==> config.mk <==
export PLATFORM = sky130hd
export DESIGN_NAME = seven_segment_field_display_scanner
export DESIGN_NICKNAME = d
export VERILOG_FILES = /design/src/design/segscan_pkg.sv /design/src/design/seven_segment_field_display_scanner.sv
export SDC_FILE = /design/constraint.sdc
export NUM_CORES = 1
export LEC_CHECK = 0
export ABC_CLOCK_PERIOD_IN_PS = 4000
export BUFFER_PORTS_ARGS = -buffer_cell sky130_fd_sc_hd__buf_2
export CAP_MARGIN = 20
export CORE_ASPECT_RATIO = 1.5
export CORE_MARGIN = 10
export CORE_UTILIZATION = 45
export CTS_CLUSTER_DIAMETER = 80
export DETAILED_ROUTE_END_ITERATION = 8
export PLACE_DENSITY = 0.6
export SLEW_MARGIN = 30
export SYNTH_ARGS = -nofsm -noshare
export SYNTH_HDL_FRONTEND = slang
export SYNTH_SLANG_ARGS = --single-unit
==> constraint.sdc <==
create_clock -name clk_i -period 4 [get_ports clk_i]
set_input_delay 0.4 -clock clk_i [delete_from_list [all_inputs] [get_ports clk_i]]
set_output_delay 0.4 -clock clk_i [all_outputs]
set_load 0.1 [all_outputs]
==> src/design/segscan_pkg.sv <==
// Package for the multiplexed seven-segment field display scanner.
// Holds the command and status codes, field widths and the character decoder.
// No dependencies.
package segscan_pkg;

  localparam int CMD_W   = 3;
  localparam int FSEL_W  = 2;
  localparam int POS_W   = 4;
  localparam int CHAR_W  = 8;
  localparam int LEN_W   = 4;
  localparam int STAT_W  = 2;
  localparam int SEG_W   = 8;
  localparam int SEL_W   = 12;
  localparam int BLINK_W = 16;
  localparam int APB_W   = 32;
  localparam int ADDR_W  = 3;

  // Register indexes of the configuration port.
  localparam logic REG_BLINK_PERIOD = 1'b0;
  localparam logic REG_ACTIVE_LOW   = 1'b1;

  typedef enum logic [CMD_W-1:0] {
    CMD_CREATE    = 3'd0,
    CMD_WRITE     = 3'd1,
    CMD_BLINK_ON  = 3'd2,
    CMD_BLINK_OFF = 3'd3,
    CMD_TICK      = 3'd4
  } cmd_e;

  typedef enum logic [STAT_W-1:0] {
    ST_OK        = 2'd0,
    ST_BAD_CHAR  = 2'd1,
    ST_BAD_FIELD = 2'd2,
    ST_NO_ROOM   = 2'd3
  } status_e;

  localparam logic [SEG_W-1:0] SEG_BLANK = 8'h00;
  localparam logic [CHAR_W-1:0] CHAR_SPACE = 8'h20;
  localparam logic [CHAR_W-1:0] CHAR_ZERO  = 8'h30;
  localparam logic [CHAR_W-1:0] CHAR_NINE  = 8'h39;

  typedef struct packed {
    logic             ok;
    logic [SEG_W-1:0] pattern;
  } glyph_t;

  // Decodes an ASCII digit or a space into a segment pattern.
  function automatic glyph_t decode_char(input logic [CHAR_W-1:0] ch);
    glyph_t g;
    g.ok      = 1'b1;
    g.pattern = SEG_BLANK;
    case (ch)
      8'h30:   g.pattern = 8'h3f;
      8'h31:   g.pattern = 8'h06;
      8'h32:   g.pattern = 8'h5b;
      8'h33:   g.pattern = 8'h4f;
      8'h34:   g.pattern = 8'h66;
      8'h35:   g.pattern = 8'h6d;
      8'h36:   g.pattern = 8'h7d;
      8'h37:   g.pattern = 8'h07;
      8'h38:   g.pattern = 8'h7f;
      8'h39:   g.pattern = 8'h6f;
      CHAR_SPACE: g.pattern = SEG_BLANK;
      default: g.ok = 1'b0;
    endcase
    return g;
  endfunction

endpackage

==> src/design/seven_segment_field_display_scanner.sv <==
// Top level of the multiplexed seven-segment field display scanner.
// Field bookkeeping, blink timing, scan control and the segment store memory.
// Depends on segscan_pkg.
//
//  Channel   | Signals                                          | Direction
//  ----------+--------------------------------------------------+----------
//  request   | start_i, busy_o, cmd_i, field_sel_i, digit_pos_i,| in
//            | char_code_i, field_len_i                         |
//  result    | done_o, status_o, new_field_o, segments_o,       | out
//            | digit_select_o                                   |
//  config    | psel, penable, pwrite, paddr, pwdata, prdata,    | in/out
//            | pready                                           |
//
// A request is taken when start_i is high and busy_o is low. Create, write
// and blink requests return their result as a strobe on done_o in the
// cycle after the request, and busy_o never rises. A refresh tick reads the
// segment store, a synchronous memory with a registered read port, so busy_o
// is high for the one cycle in which the read data comes back, and the
// result strobes in the cycle after that. A new request may be taken while
// a result is on the outputs. The receiver cannot stall.
// After reset every digit reads blank through per-digit valid bits, so no
// clearing pass is needed; the block is ready as soon as reset is released.
module seven_segment_field_display_scanner
  import segscan_pkg::*;
#(
  parameter int DIGIT_COUNT = 12,
  parameter int FIELD_COUNT = 4
) (
  input  logic                clk_i,
  input  logic                rst_ni,
  input  logic                start_i,
  output logic                busy_o,
  input  logic [CMD_W-1:0]    cmd_i,
  input  logic [FSEL_W-1:0]   field_sel_i,
  input  logic [POS_W-1:0]    digit_pos_i,
  input  logic [CHAR_W-1:0]   char_code_i,
  input  logic [LEN_W-1:0]    field_len_i,
  output logic                done_o,
  output logic [STAT_W-1:0]   status_o,
  output logic [FSEL_W-1:0]   new_field_o,
  output logic [SEG_W-1:0]    segments_o,
  output logic [SEL_W-1:0]    digit_select_o,
  input  logic                psel,
  input  logic                penable,
  input  logic                pwrite,
  input  logic [ADDR_W-1:0]   paddr,
  input  logic [APB_W-1:0]    pwdata,
  output logic [APB_W-1:0]    prdata,
  output logic                pready
);

  localparam int IDX_W  = (DIGIT_COUNT > 1) ? $clog2(DIGIT_COUNT) : 1;
  localparam int MADE_W = $clog2(FIELD_COUNT + 1);
  localparam logic [IDX_W-1:0] LAST_IDX = IDX_W'(DIGIT_COUNT - 1);

  // Configuration registers.
  logic [BLINK_W-1:0] blink_period_q;
  logic               active_low_q;
  logic               cfg_wr;

  // Field table. Each entry is read at its own place, except for the single
  // lookup of the addressed field below.
  logic [LEN_W-1:0]   field_base_q [FIELD_COUNT];
  logic [LEN_W-1:0]   field_base_d [FIELD_COUNT];
  logic [LEN_W-1:0]   field_len_q  [FIELD_COUNT];
  logic [LEN_W-1:0]   field_len_d  [FIELD_COUNT];
  logic [FIELD_COUNT-1:0] field_blink_q, field_blink_d;
  logic [MADE_W-1:0]  fields_made_q, fields_made_d;
  logic [LEN_W-1:0]   digits_used_q, digits_used_d;

  // Scan and blink timing.
  logic [IDX_W-1:0]   scan_idx_q, scan_idx_d;
  logic [BLINK_W-1:0] blink_cnt_q, blink_cnt_d;
  logic               blink_off_q, blink_off_d;

  // Tick in flight: the memory read was issued at the request edge.
  logic               tick_pend_q, tick_pend_d;
  logic               tick_blank_q, tick_blank_d;
  logic [IDX_W-1:0]   tick_idx_q;

  // Segment store memory with per-digit valid bits that reset clears.
  logic [SEG_W-1:0]       seg_mem [DIGIT_COUNT];
  logic [DIGIT_COUNT-1:0] seg_valid_q;
  logic                   mem_we;
  logic [IDX_W-1:0]       mem_waddr;
  logic [SEG_W-1:0]       mem_wdata;
  logic [SEG_W-1:0]       rd_data_q;
  logic                   rd_valid_q;

  // Result register.
  logic               done_q, done_d;
  logic [STAT_W-1:0]  status_q, status_d;
  logic [FSEL_W-1:0]  new_field_q, new_field_d;
  logic [SEG_W-1:0]   segments_q, segments_d;
  logic [SEL_W-1:0]   digit_sel_q, digit_sel_d;
  logic               out_tick_q;

  logic               accept;
  logic               known;
  logic [LEN_W-1:0]   sel_base;
  logic [LEN_W-1:0]   sel_len;
  logic               scan_blinks;
  logic               any_blink;
  logic [LEN_W:0]     room_sum;
  logic [LEN_W:0]     wr_at;
  logic [BLINK_W-1:0] blink_cnt_inc;
  logic [SEG_W-1:0]   tick_seg;
  logic [SEL_W-1:0]   tick_sel;
  glyph_t             glyph;

  assign accept = start_i & ~tick_pend_q;
  assign busy_o = tick_pend_q;
  assign glyph  = decode_char(char_code_i);

  // Configuration port: writes complete in the access phase, reads return
  // the register value.
  assign pready = 1'b1;
  assign cfg_wr = psel & penable & pwrite;

  always_ff @(posedge clk_i or negedge rst_ni) begin
    if (!rst_ni) begin
      blink_period_q <= '0;
      active_low_q   <= 1'b0;
    end else if (cfg_wr) begin
      unique case (paddr[2])
        REG_BLINK_PERIOD: blink_period_q <= pwdata[BLINK_W-1:0];
        REG_ACTIVE_LOW:   active_low_q   <= pwdata[0];
        default:          ;
      endcase
    end
  end

  always_comb begin
    unique case (paddr[2])
      REG_BLINK_PERIOD: prdata = {{(APB_W-BLINK_W){1'b0}}, blink_period_q};
      REG_ACTIVE_LOW:   prdata = {{(APB_W-1){1'b0}}, active_low_q};
      default:          prdata = '0;
    endcase
  end

  // Lookup of the addressed field, and the per-field checks of the scan digit.
  always_comb begin
    sel_base    = '0;
    sel_len     = '0;
    scan_blinks = 1'b0;
    any_blink   = 1'b0;
    known       = int'(field_sel_i) < int'(fields_made_q);
    for (int f = 0; f < FIELD_COUNT; f++) begin
      if (int'(field_sel_i) == f) begin
        sel_base = field_base_q[f];
        sel_len  = field_len_q[f];
      end
      if (f < int'(fields_made_q)) begin
        any_blink = any_blink | field_blink_q[f];
        if ((LEN_W+1)'(scan_idx_q) >= {1'b0, field_base_q[f]} &&
            (LEN_W+1)'(scan_idx_q) < ({1'b0, field_base_q[f]} + {1'b0, field_len_q[f]})) begin
          scan_blinks = scan_blinks | field_blink_q[f];
        end
      end
    end
  end

  assign room_sum      = {1'b0, digits_used_q} + {1'b0, field_len_i};
  assign wr_at         = {1'b0, sel_base} + {1'b0, digit_pos_i};
  assign blink_cnt_inc = blink_cnt_q + BLINK_W'(1);

  // Tick result from the registered memory read.
  always_comb begin
    tick_seg = rd_valid_q ? rd_data_q : SEG_BLANK;
    if (tick_blank_q) begin
      tick_seg = SEG_BLANK;
    end
    tick_sel = SEL_W'(1) << tick_idx_q;
    if (active_low_q) begin
      tick_seg = ~tick_seg;
      tick_sel = ~tick_sel;
    end
  end

  // Request decode: next state of the field table, timing and results.
  always_comb begin
    field_base_d  = field_base_q;
    field_len_d   = field_len_q;
    field_blink_d = field_blink_q;
    fields_made_d = fields_made_q;
    digits_used_d = digits_used_q;
    scan_idx_d    = scan_idx_q;
    blink_cnt_d   = blink_cnt_q;
    blink_off_d   = blink_off_q;
    tick_pend_d   = 1'b0;
    tick_blank_d  = tick_blank_q;
    mem_we        = 1'b0;
    mem_waddr     = wr_at[IDX_W-1:0];
    mem_wdata     = glyph.pattern;
    done_d        = 1'b0;
    status_d      = ST_OK;
    new_field_d   = '0;
    segments_d    = '0;
    digit_sel_d   = '0;

    if (tick_pend_q) begin
      done_d      = 1'b1;
      segments_d  = tick_seg;
      digit_sel_d = tick_sel;
    end

    if (accept) begin
      done_d = (cmd_i != CMD_TICK);
      unique case (cmd_i)
        CMD_CREATE: begin
          if (field_len_i == '0) begin
            status_d = ST_BAD_FIELD;
          end else if (int'(fields_made_q) >= FIELD_COUNT ||
                       int'(room_sum) > DIGIT_COUNT) begin
            status_d = ST_NO_ROOM;
          end else begin
            for (int f = 0; f < FIELD_COUNT; f++) begin
              if (int'(fields_made_q) == f) begin
                field_base_d[f]  = digits_used_q;
                field_len_d[f]   = field_len_i;
                field_blink_d[f] = 1'b0;
              end
            end
            new_field_d   = FSEL_W'(fields_made_q);
            fields_made_d = fields_made_q + MADE_W'(1);
            digits_used_d = room_sum[LEN_W-1:0];
          end
        end
        CMD_WRITE: begin
          if (!known || digit_pos_i >= sel_len) begin
            status_d = ST_BAD_FIELD;
          end else if (!glyph.ok) begin
            status_d = ST_BAD_CHAR;
          end else begin
            mem_we = 1'b1;
          end
        end
        CMD_BLINK_ON: begin
          if (!known) begin
            status_d = ST_BAD_FIELD;
          end else begin
            for (int f = 0; f < FIELD_COUNT; f++) begin
              if (int'(field_sel_i) == f) begin
                field_blink_d[f] = 1'b1;
              end
            end
            blink_cnt_d = '0;
          end
        end
        CMD_BLINK_OFF: begin
          if (!known) begin
            status_d = ST_BAD_FIELD;
          end else begin
            for (int f = 0; f < FIELD_COUNT; f++) begin
              if (int'(field_sel_i) == f) begin
                field_blink_d[f] = 1'b0;
              end
            end
            blink_off_d = 1'b0;
          end
        end
        CMD_TICK: begin
          tick_pend_d  = 1'b1;
          tick_blank_d = blink_off_q & scan_blinks;
          scan_idx_d   = (scan_idx_q == LAST_IDX) ? '0 : scan_idx_q + IDX_W'(1);
          if (any_blink) begin
            if (blink_cnt_inc >= blink_period_q) begin
              blink_cnt_d = '0;
              blink_off_d = ~blink_off_q;
            end else begin
              blink_cnt_d = blink_cnt_inc;
            end
          end
        end
        default: ;
      endcase
    end
  end

  // Control state.
  always_ff @(posedge clk_i or negedge rst_ni) begin
    if (!rst_ni) begin
      for (int f = 0; f < FIELD_COUNT; f++) begin
        field_base_q[f] <= '0;
        field_len_q[f]  <= '0;
      end
      field_blink_q <= '0;
      fields_made_q <= '0;
      digits_used_q <= '0;
      scan_idx_q    <= '0;
      blink_cnt_q   <= '0;
      blink_off_q   <= 1'b0;
      tick_pend_q   <= 1'b0;
      seg_valid_q   <= '0;
      done_q        <= 1'b0;
    end else begin
      field_base_q  <= field_base_d;
      field_len_q   <= field_len_d;
      field_blink_q <= field_blink_d;
      fields_made_q <= fields_made_d;
      digits_used_q <= digits_used_d;
      scan_idx_q    <= scan_idx_d;
      blink_cnt_q   <= blink_cnt_d;
      blink_off_q   <= blink_off_d;
      tick_pend_q   <= tick_pend_d;
      done_q        <= done_d;
      if (mem_we) begin
        seg_valid_q[mem_waddr] <= 1'b1;
      end
    end
  end

  // Payload registers.
  always_ff @(posedge clk_i) begin
    tick_blank_q <= tick_blank_d;
    if (accept) begin
      tick_idx_q <= scan_idx_q;
    end
    status_q    <= status_d;
    new_field_q <= new_field_d;
    segments_q  <= segments_d;
    digit_sel_q <= digit_sel_d;
    out_tick_q  <= tick_pend_q;
  end

  // Segment store: one write port, one registered read port. A write and
  // a read never share a cycle, since both happen only on an accepted request:
  // the write for a write command, the read for a tick command.
  always_ff @(posedge clk_i) begin
    if (mem_we) begin
      seg_mem[mem_waddr] <= mem_wdata;
    end
    if (accept && cmd_i == CMD_TICK) begin
      rd_data_q  <= seg_mem[scan_idx_q];
      rd_valid_q <= seg_valid_q[scan_idx_q];
    end
  end

  assign done_o         = done_q;
  assign status_o       = status_q;
  assign new_field_o    = new_field_q;
  assign segments_o     = segments_q;
  assign digit_select_o = digit_sel_q;

  // A tick read is outstanding for exactly one cycle.
  a_tick_one_cycle : assert property (@(posedge clk_i) disable iff (!rst_ni)
    tick_pend_q |=> !tick_pend_q)
    else $error("tick read outstanding for more than one cycle");

  // Every finished tick produces a result in the next cycle.
  a_tick_result : assert property (@(posedge clk_i) disable iff (!rst_ni)
    tick_pend_q |=> done_o)
    else $error("tick result missing");

  // A tick result enables exactly one digit.
  a_sel_onehot : assert property (@(posedge clk_i) disable iff (!rst_ni)
    (done_o && out_tick_q) |-> $onehot(digit_select_o ^ {SEL_W{active_low_q}}))
    else $error("digit select not one-hot");

  // Scan position and digit allocation stay inside the display.
  a_scan_range : assert property (@(posedge clk_i) disable iff (!rst_ni)
    (int'(scan_idx_q) < DIGIT_COUNT) && (int'(digits_used_q) <= DIGIT_COUNT))
    else $error("scan index or digit count out of range");

  // A write to the store only happens when no tick read is in flight.
  a_no_write_in_read : assert property (@(posedge clk_i) disable iff (!rst_ni)
    tick_pend_q |-> !mem_we)
    else $error("store written while a read is outstanding");

endmodule

# ---- Word-level counts from Yosys, hierarchy flattened
# Memories as Yosys holds them, arrays and structs flattened. A register that Yosys moved wholly into a read port is not among the register bits.
# Cells that the tools add are included.
dict set report classes {
  n_mux 73
  addsub 9
  mul 0
  div_mod_pow 0
  bitwise 20
  n_eq_ne 41
  shifts 1
  n_lt_le_gt_ge 20
  reduce_logical 33
}
# op n
set ops {}
lappend ops {{$eq 8x6->1 const B} 11}
lappend ops {{$pmux 7 s10} 1}
lappend ops {{$pmux 32 s2} 1}
lappend ops {{$mux 4} 13}
lappend ops {{$mux 16} 3}
lappend ops {{$mux 1} 41}
lappend ops {{$ne 2x2->1 const B} 18}
lappend ops {{$reduce_and 9->1} 4}
lappend ops {{$pmux 16 s2} 1}
lappend ops {{$add 4x4->5} 5}
lappend ops {{$reduce_and 5->1} 5}
lappend ops {{$mux 8} 3}
lappend ops {{$ge 4x4->1} 5}
lappend ops {{$lt 4x5->1} 4}
lappend ops {{$add 16x1->16 const B} 1}
lappend ops {{$ge 16x16->1} 1}
lappend ops {{$mux 12} 1}
lappend ops {{$not 12->12} 1}
lappend ops {{$or 12x12->12} 1}
lappend ops {{$pmux 4 s3} 1}
lappend ops {{$shl 1x4->12 const A} 1}
lappend ops {{$reduce_or 11->1} 1}
lappend ops {{$lt 4x5->1 const B} 2}
lappend ops {{$eq 3x2->1 const B} 3}
lappend ops {{other kinds (36)} 69}
dict set report word_totals {
  elab_cells 228
  ramBits 84
  latch_bits 0
  memories 1
  reg_bits 133
  output_inout_bits 59
  rom_bits 0
}
# memory words word_bits read_ports rd_clocked_by_memory_dff write_ports line_no
set mem_list {}
lappend mem_list {seg_mem 12 7 1 1 1 seven_segment_field_display_scanner.sv:82} ;# logic [SEG_W-1:0] seg_mem [DIGIT_COUNT];

# ---- Logic depth before layout (Yosys ltp)
dict set report depth {
  depth_word 15
  mapped_depth 15
  ltp_nobuf 13
}

# ---- Worst setup path before layout
# Ideal clock, no wire load.
dict set report synth_path {
  kind {input to register}
  start {input port field_sel_i[0]}
  end {memory seg_mem[5][0] (netlist bit), enable pin}
  t_arrival_ps 3363
  path_slack_ps 257
  stages 9
  cell_sequence {buf_1 > mux4_2 > ha_1 > nand2b_1 > a21o_1 > a21o_1 > a2111oi_2 > nand2_1 > nor3_1}
}
dict set report synth_via {
  elab_chain_cells 12
  elab_cells_between_ends 22
  cone_classes {add/sub (1); order compare (2); eq/ne (3); mux (13); reduce/logical (3)}
}
# element line_no
set synth_lines {}
lappend synth_lines {{start, declared} seven_segment_field_display_scanner.sv:34} ;# input logic [FSEL_W-1:0] field_sel_i,
lappend synth_lines {{$logic_not 2->1} seven_segment_field_display_scanner.sv:149} ;# if (int'(field_sel_i) == f) begin
lappend synth_lines {{$mux 4 (4 in series)} seven_segment_field_display_scanner.sv:149}
lappend synth_lines {{$ge 4x4->1} seven_segment_field_display_scanner.sv:230} ;# if (!known || digit_pos_i >= sel_len) begin
lappend synth_lines {{$logic_or 1x1->1} seven_segment_field_display_scanner.sv:230}
lappend synth_lines {{$mux 1} seven_segment_field_display_scanner.sv:230}
lappend synth_lines {{$mux 1} seven_segment_field_display_scanner.sv:209} ;# unique case (cmd_i)
lappend synth_lines {{$mux 1} seven_segment_field_display_scanner.sv:207} ;# if (accept) begin
lappend synth_lines {{$mux 1} seven_segment_field_display_scanner.sv:330} ;# if (mem_we) begin
lappend synth_lines {{$mux 1 (implied by the code)} seven_segment_field_display_scanner.sv:331} ;# seg_mem[mem_waddr] <= mem_wdata;
lappend synth_lines {{end, declared} seven_segment_field_display_scanner.sv:82}
# Parallel ways exist; a longest one is shown, timed or not.

# ---- Worst setup path after layout
dict set report layout_path {
  start {register blink_cnt_q[2]}
  end {register blink_cnt_q[0]}
}
dict set report layout_via {
  elab_chain_cells 5
}
# element line_no
set layout_lines {}
lappend layout_lines {{start, declared} seven_segment_field_display_scanner.sv:73} ;# logic [BLINK_W-1:0] blink_cnt_q, blink_cnt_d;
lappend layout_lines {{start signal, assigned} seven_segment_field_display_scanner.sv:303} ;# blink_cnt_q <= blink_cnt_d;
lappend layout_lines {{$add 16x1->16} seven_segment_field_display_scanner.sv:165} ;# assign blink_cnt_inc = blink_cnt_q + BLINK_W'(1);
lappend layout_lines {{$ge 16x16->1} seven_segment_field_display_scanner.sv:267} ;# if (blink_cnt_inc >= blink_period_q) begin
lappend layout_lines {{$mux 16} seven_segment_field_display_scanner.sv:267}
lappend layout_lines {{$mux 16} seven_segment_field_display_scanner.sv:266} ;# if (any_blink) begin
lappend layout_lines {{$pmux 16 s2} seven_segment_field_display_scanner.sv:209}
# No other way between the ends. The select of a mux whose other input is x is not followed.
# A chain may end at the register's enable or synchronous reset.

==> summary.md <==
| Metric | Value |
|---|---|
| Result of the run | finished clean |
| Met2 demand-to-capacity share in global routing | 0.289 |
| Number of synthesized flops with an enable pin | 97 |
| Met3 track demand over resource | 0.0309 |
| Global routing usage summed across all routing layers | 0.161 |
| Cells resized by post-CTS repair | 0 |
| Nature of the critical path endpoint | register |
| Final worst-path cycle share | 0.829 |
| Routed length per placed instance | 18.5 um |
| Arrival time at the worst endpoint | between 3000 and 4000 ps |
| Cell breakdown of the critical path | nand3_1, nor4_1, buf_4, and3_1, nand3_1, xnor2_1, ha_1, a21oi_1, nor2b_1, o21ai_0, o211ai_1, nor2_2, mux2_2 |
| Maximum number of pins on one net before global-route repair | 40 |
| Number of register bits inferred by synthesis | 216 |
| Iteration-0 DRC count of the detailed router | about 310 |
| CP max stage delay | 530 ps |
| Finish-stage setup viols | 0 |
| Average cell area after synthesis | approximately 12 um^2 |
| Cell repeated most along the worst path | sky130_fd_sc_hd__nand3_1 |
| Total count of max-transition violations in the final report | 0 |
| Routed Wire Length | 25700 um |
| Final Hold Vio Count | 0 |
| Synthesis warning total | 0 |
| Die Width | 150 um |
| Clk Latency, worst-skew pair | 530 ps |
| Total number of clock tree sinks | 216 |
| Post-Route Hold Slack | 106 ps |
| Number of buffers created by CTS | 22 |
| Row Count | 71 |
| Filler cells | 2219 |
| Post-route antenna net violation count | 0 |
| Tightest slew margin relative to the limit | 0.403 |
| Busiest layer in global routing | met2 |
| Vertical die dimension | 215 um |
| Clk buf depth | 3 |
| Highest fanout seen on the critical path | 15 |
| Most common cell after layout, fill and taps aside | sky130_fd_sc_hd__edfxtp_1 |
| Setup Crit Path Kind | register to register |
| Share of synthesized registers carrying an async set or reset | 0.440 |
| Leftover overflow at the end of global routing | 0 |
| Maximum clock frequency | 302 MHz |
| CTS tree | built |
| Clock transition at the registers of the reported paths | approximately 60 ps |
| Leakage power figure | 5.88 nW |
| I/O Buffers | 85 |
| Number of H-tree levels | 1 |
| Fin Setup TNS | 0 ps |
| Number of top-level pins | 121 |
| Maximum clock skew at final layout | 10.4 ps |
| Syn-to-layout area delta | 13.5% |
| Top_reg_cell synth | sky130_fd_sc_hd__edfxtp_1 |
| Pre-antenna DRT Iters | 4 |
| Commonest cells after routing, fill and taps aside | 97 x sky130_fd_sc_hd__edfxtp_1, 94 x sky130_fd_sc_hd__dfrtp_1, 84 x sky130_fd_sc_hd__buf_2 |
| CP max stage cell | sky130_fd_sc_hd__nor2_2 |
| Hold Crit Class | input port to register |
| Final Core Density | 0.517 |
| First-pass GRT wire length | 41800 um |
| Placeable core area | 25100 um^2 |
| Netlist area before placement | ~11000 um^2 |
| Via-to-Cell Ratio | 5.27 |
| DP Wirelength | ~19000 um |
| Initial core utilization | 0.456 |
| Pwr per Cell Area | 451 nW/um^2 |
| Drt drc | 0 |
| CTS root buffer | sky130_fd_sc_hd__clkbuf_16 |
| Required time reported for the critical path endpoint | 4470 ps |
| Buffer count from post-CTS setup fixing | 0 |
| Max VDD drop | 0.315 mV |
| Via count | roughly 7.3k |
| Overall Power | ~0.0058 W |
| Number of antenna violations at the first check in global routing | 4 |
| Startpoint kind of the worst setup timing path | register |
| Layout cells sized above 1 | 0.218 |
| Sequential share of the synthesized area | 0.506 |
| Distinct cells, synth | 66 |
| Global-route met1 utilization | 0.186 |
| RSZ-0062 raised after global routing | false |
| MaxCap Viol Count | 0 |
| Cells after Synth | 942 |
| Actual slew at the worst max-slew pin | roughly 900 ps |
| Layout net count | 1188 |
| Via count of the first global-routing pass | 7649 |
| Routability congestion estimate from global placement | 0.866 |
| Die area | about 32000 um^2 |
| Post-layout min period | 3310 ps |
## stage by stage
stage / setup WS (ps) / cell area, um^2 / std cells
2_1_floorplan: 257 / 11500 / 957
3_3_place_gp: 385 / 12200 / 1344
3_5_place_dp: 501 / 12200 / 1344
4_1_cts: 678 / 12900 / 1385
5_1_grt: 412 / 13000 / 1386
6_report: 686 / 13000 / 1387
## path summary, 6_finish.rpt
path	start	end	slack [ps]	cells after the start
max in group asynchronous	rst_ni	active_low_q	2760	3
min reg2reg	seg_valid_q[4]	seg_valid_q[4]	470	2
min in group asynchronous	rst_ni	digits_used_q[1]	350	2
max reg2reg	blink_cnt_q[2]	blink_cnt_q[0]	690	13
max	blink_cnt_q[2]	blink_cnt_q[0]	690	13
min	pwdata[5]	blink_period_q[5]	110	2
## synthesized netlist by cell type (17+ instances only)
library cell / instances / area [um^2]
sky130_fd_sc_hd__edfxtp_1: 97 / 2910
sky130_fd_sc_hd__dfrtp_1: 95 / 2380
sky130_fd_sc_hd__ha_1: 79 / 988
sky130_fd_sc_hd__inv_1: 58 / 218
sky130_fd_sc_hd__nor2_1: 54 / 203
sky130_fd_sc_hd__o21ai_0: 49 / 245
sky130_fd_sc_hd__nand2_1: 43 / 161
sky130_fd_sc_hd__mux2_2: 39 / 439
sky130_fd_sc_hd__a21oi_1: 38 / 190
sky130_fd_sc_hd__mux4_2: 32 / 721
sky130_fd_sc_hd__clkbuf_1: 26 / 97.6
sky130_fd_sc_hd__dfxtp_1: 24 / 480
sky130_fd_sc_hd__xnor2_1: 24 / 210
sky130_fd_sc_hd__a21o_1: 21 / 158
sky130_fd_sc_hd__nand2b_1: 19 / 119
sky130_fd_sc_hd__buf_4: 17 / 128
sky130_fd_sc_hd__xor2_1: 17 / 149
## worst max-delay path, delay by kind of cell (launching register included)
kind / cells / cell delay, ps
AO/OA/AOI/OAI: 3 / 450
XOR/XNOR: 1 / 150
adder cells (fa/ha/maj): 1 / 290
buffers and inverters: 1 / 190
flip-flops: 1 / 440
multiplexers: 1 / 270
AND/OR/NAND/NOR: 6 / 1440
## cell type report
type	count	area [um^2]	area share
sequential	216	5770	0.445
multi-input combinational	628	5190	0.401
timing repair buffer	115	656	0.0506
clock buffer	29	607	0.0468
tap	328	410	0.0317
inverter	58	218	0.0168
clock inverter	11	97.6	0.00753
antenna	2	5.00	0.000386
## flip-flops by register name, indices dropped and copies added (netlist names), 4 cells and up
signal,cells
digits_used_q,4
rd_data_q,7
field_base_q,16
blink_cnt_q,16
seg_valid_q,12
tick_idx_q,4
digit_select_o,12
scan_idx_q,4
blink_period_q,16
field_blink_q,4
seg_mem,84
field_len_q,16
segments_o,8
## logic make-up after synthesis
logic type               Yosys count  synth area share
flip-flops                       216             0.506
AND/OR/NAND/NOR                  208            0.0932
AO/OA/AOI/OAI                    184             0.106
buffers and inverters            113            0.0448
multiplexers                      93             0.122
adder cells (fa/ha/maj)           85            0.0971
XOR/XNOR                          41            0.0315
other                              2          0.000658
## metal layers
layer | share of wire | wire, um
met1 | 0.40 | 10300
met5 | 0.0010 | 26
met4 | 0.029 | 750
met3 | 0.048 | 1230
met2 | 0.52 | 13400
## timing repair
action                                 in CTS  in global routing
setup endpoints to repair                   0                  0
endpoints found under the hold margin      28                  0
hold buffers                                1                  0
## report_power, final
part / leakage (nW) / internal, W / switching [W] / total (W)
registers: 2.49 / 0.00241 / 0.000103 / 0.00251
logic: 3.04 / 0.000454 / 0.000870 / 0.00132
clock network: 0.343 / 0.00114 / 0.000875 / 0.00201
total: 5.88 / 0.00400 / 0.00185 / 0.00585
(Power assumes the default switching activity.)
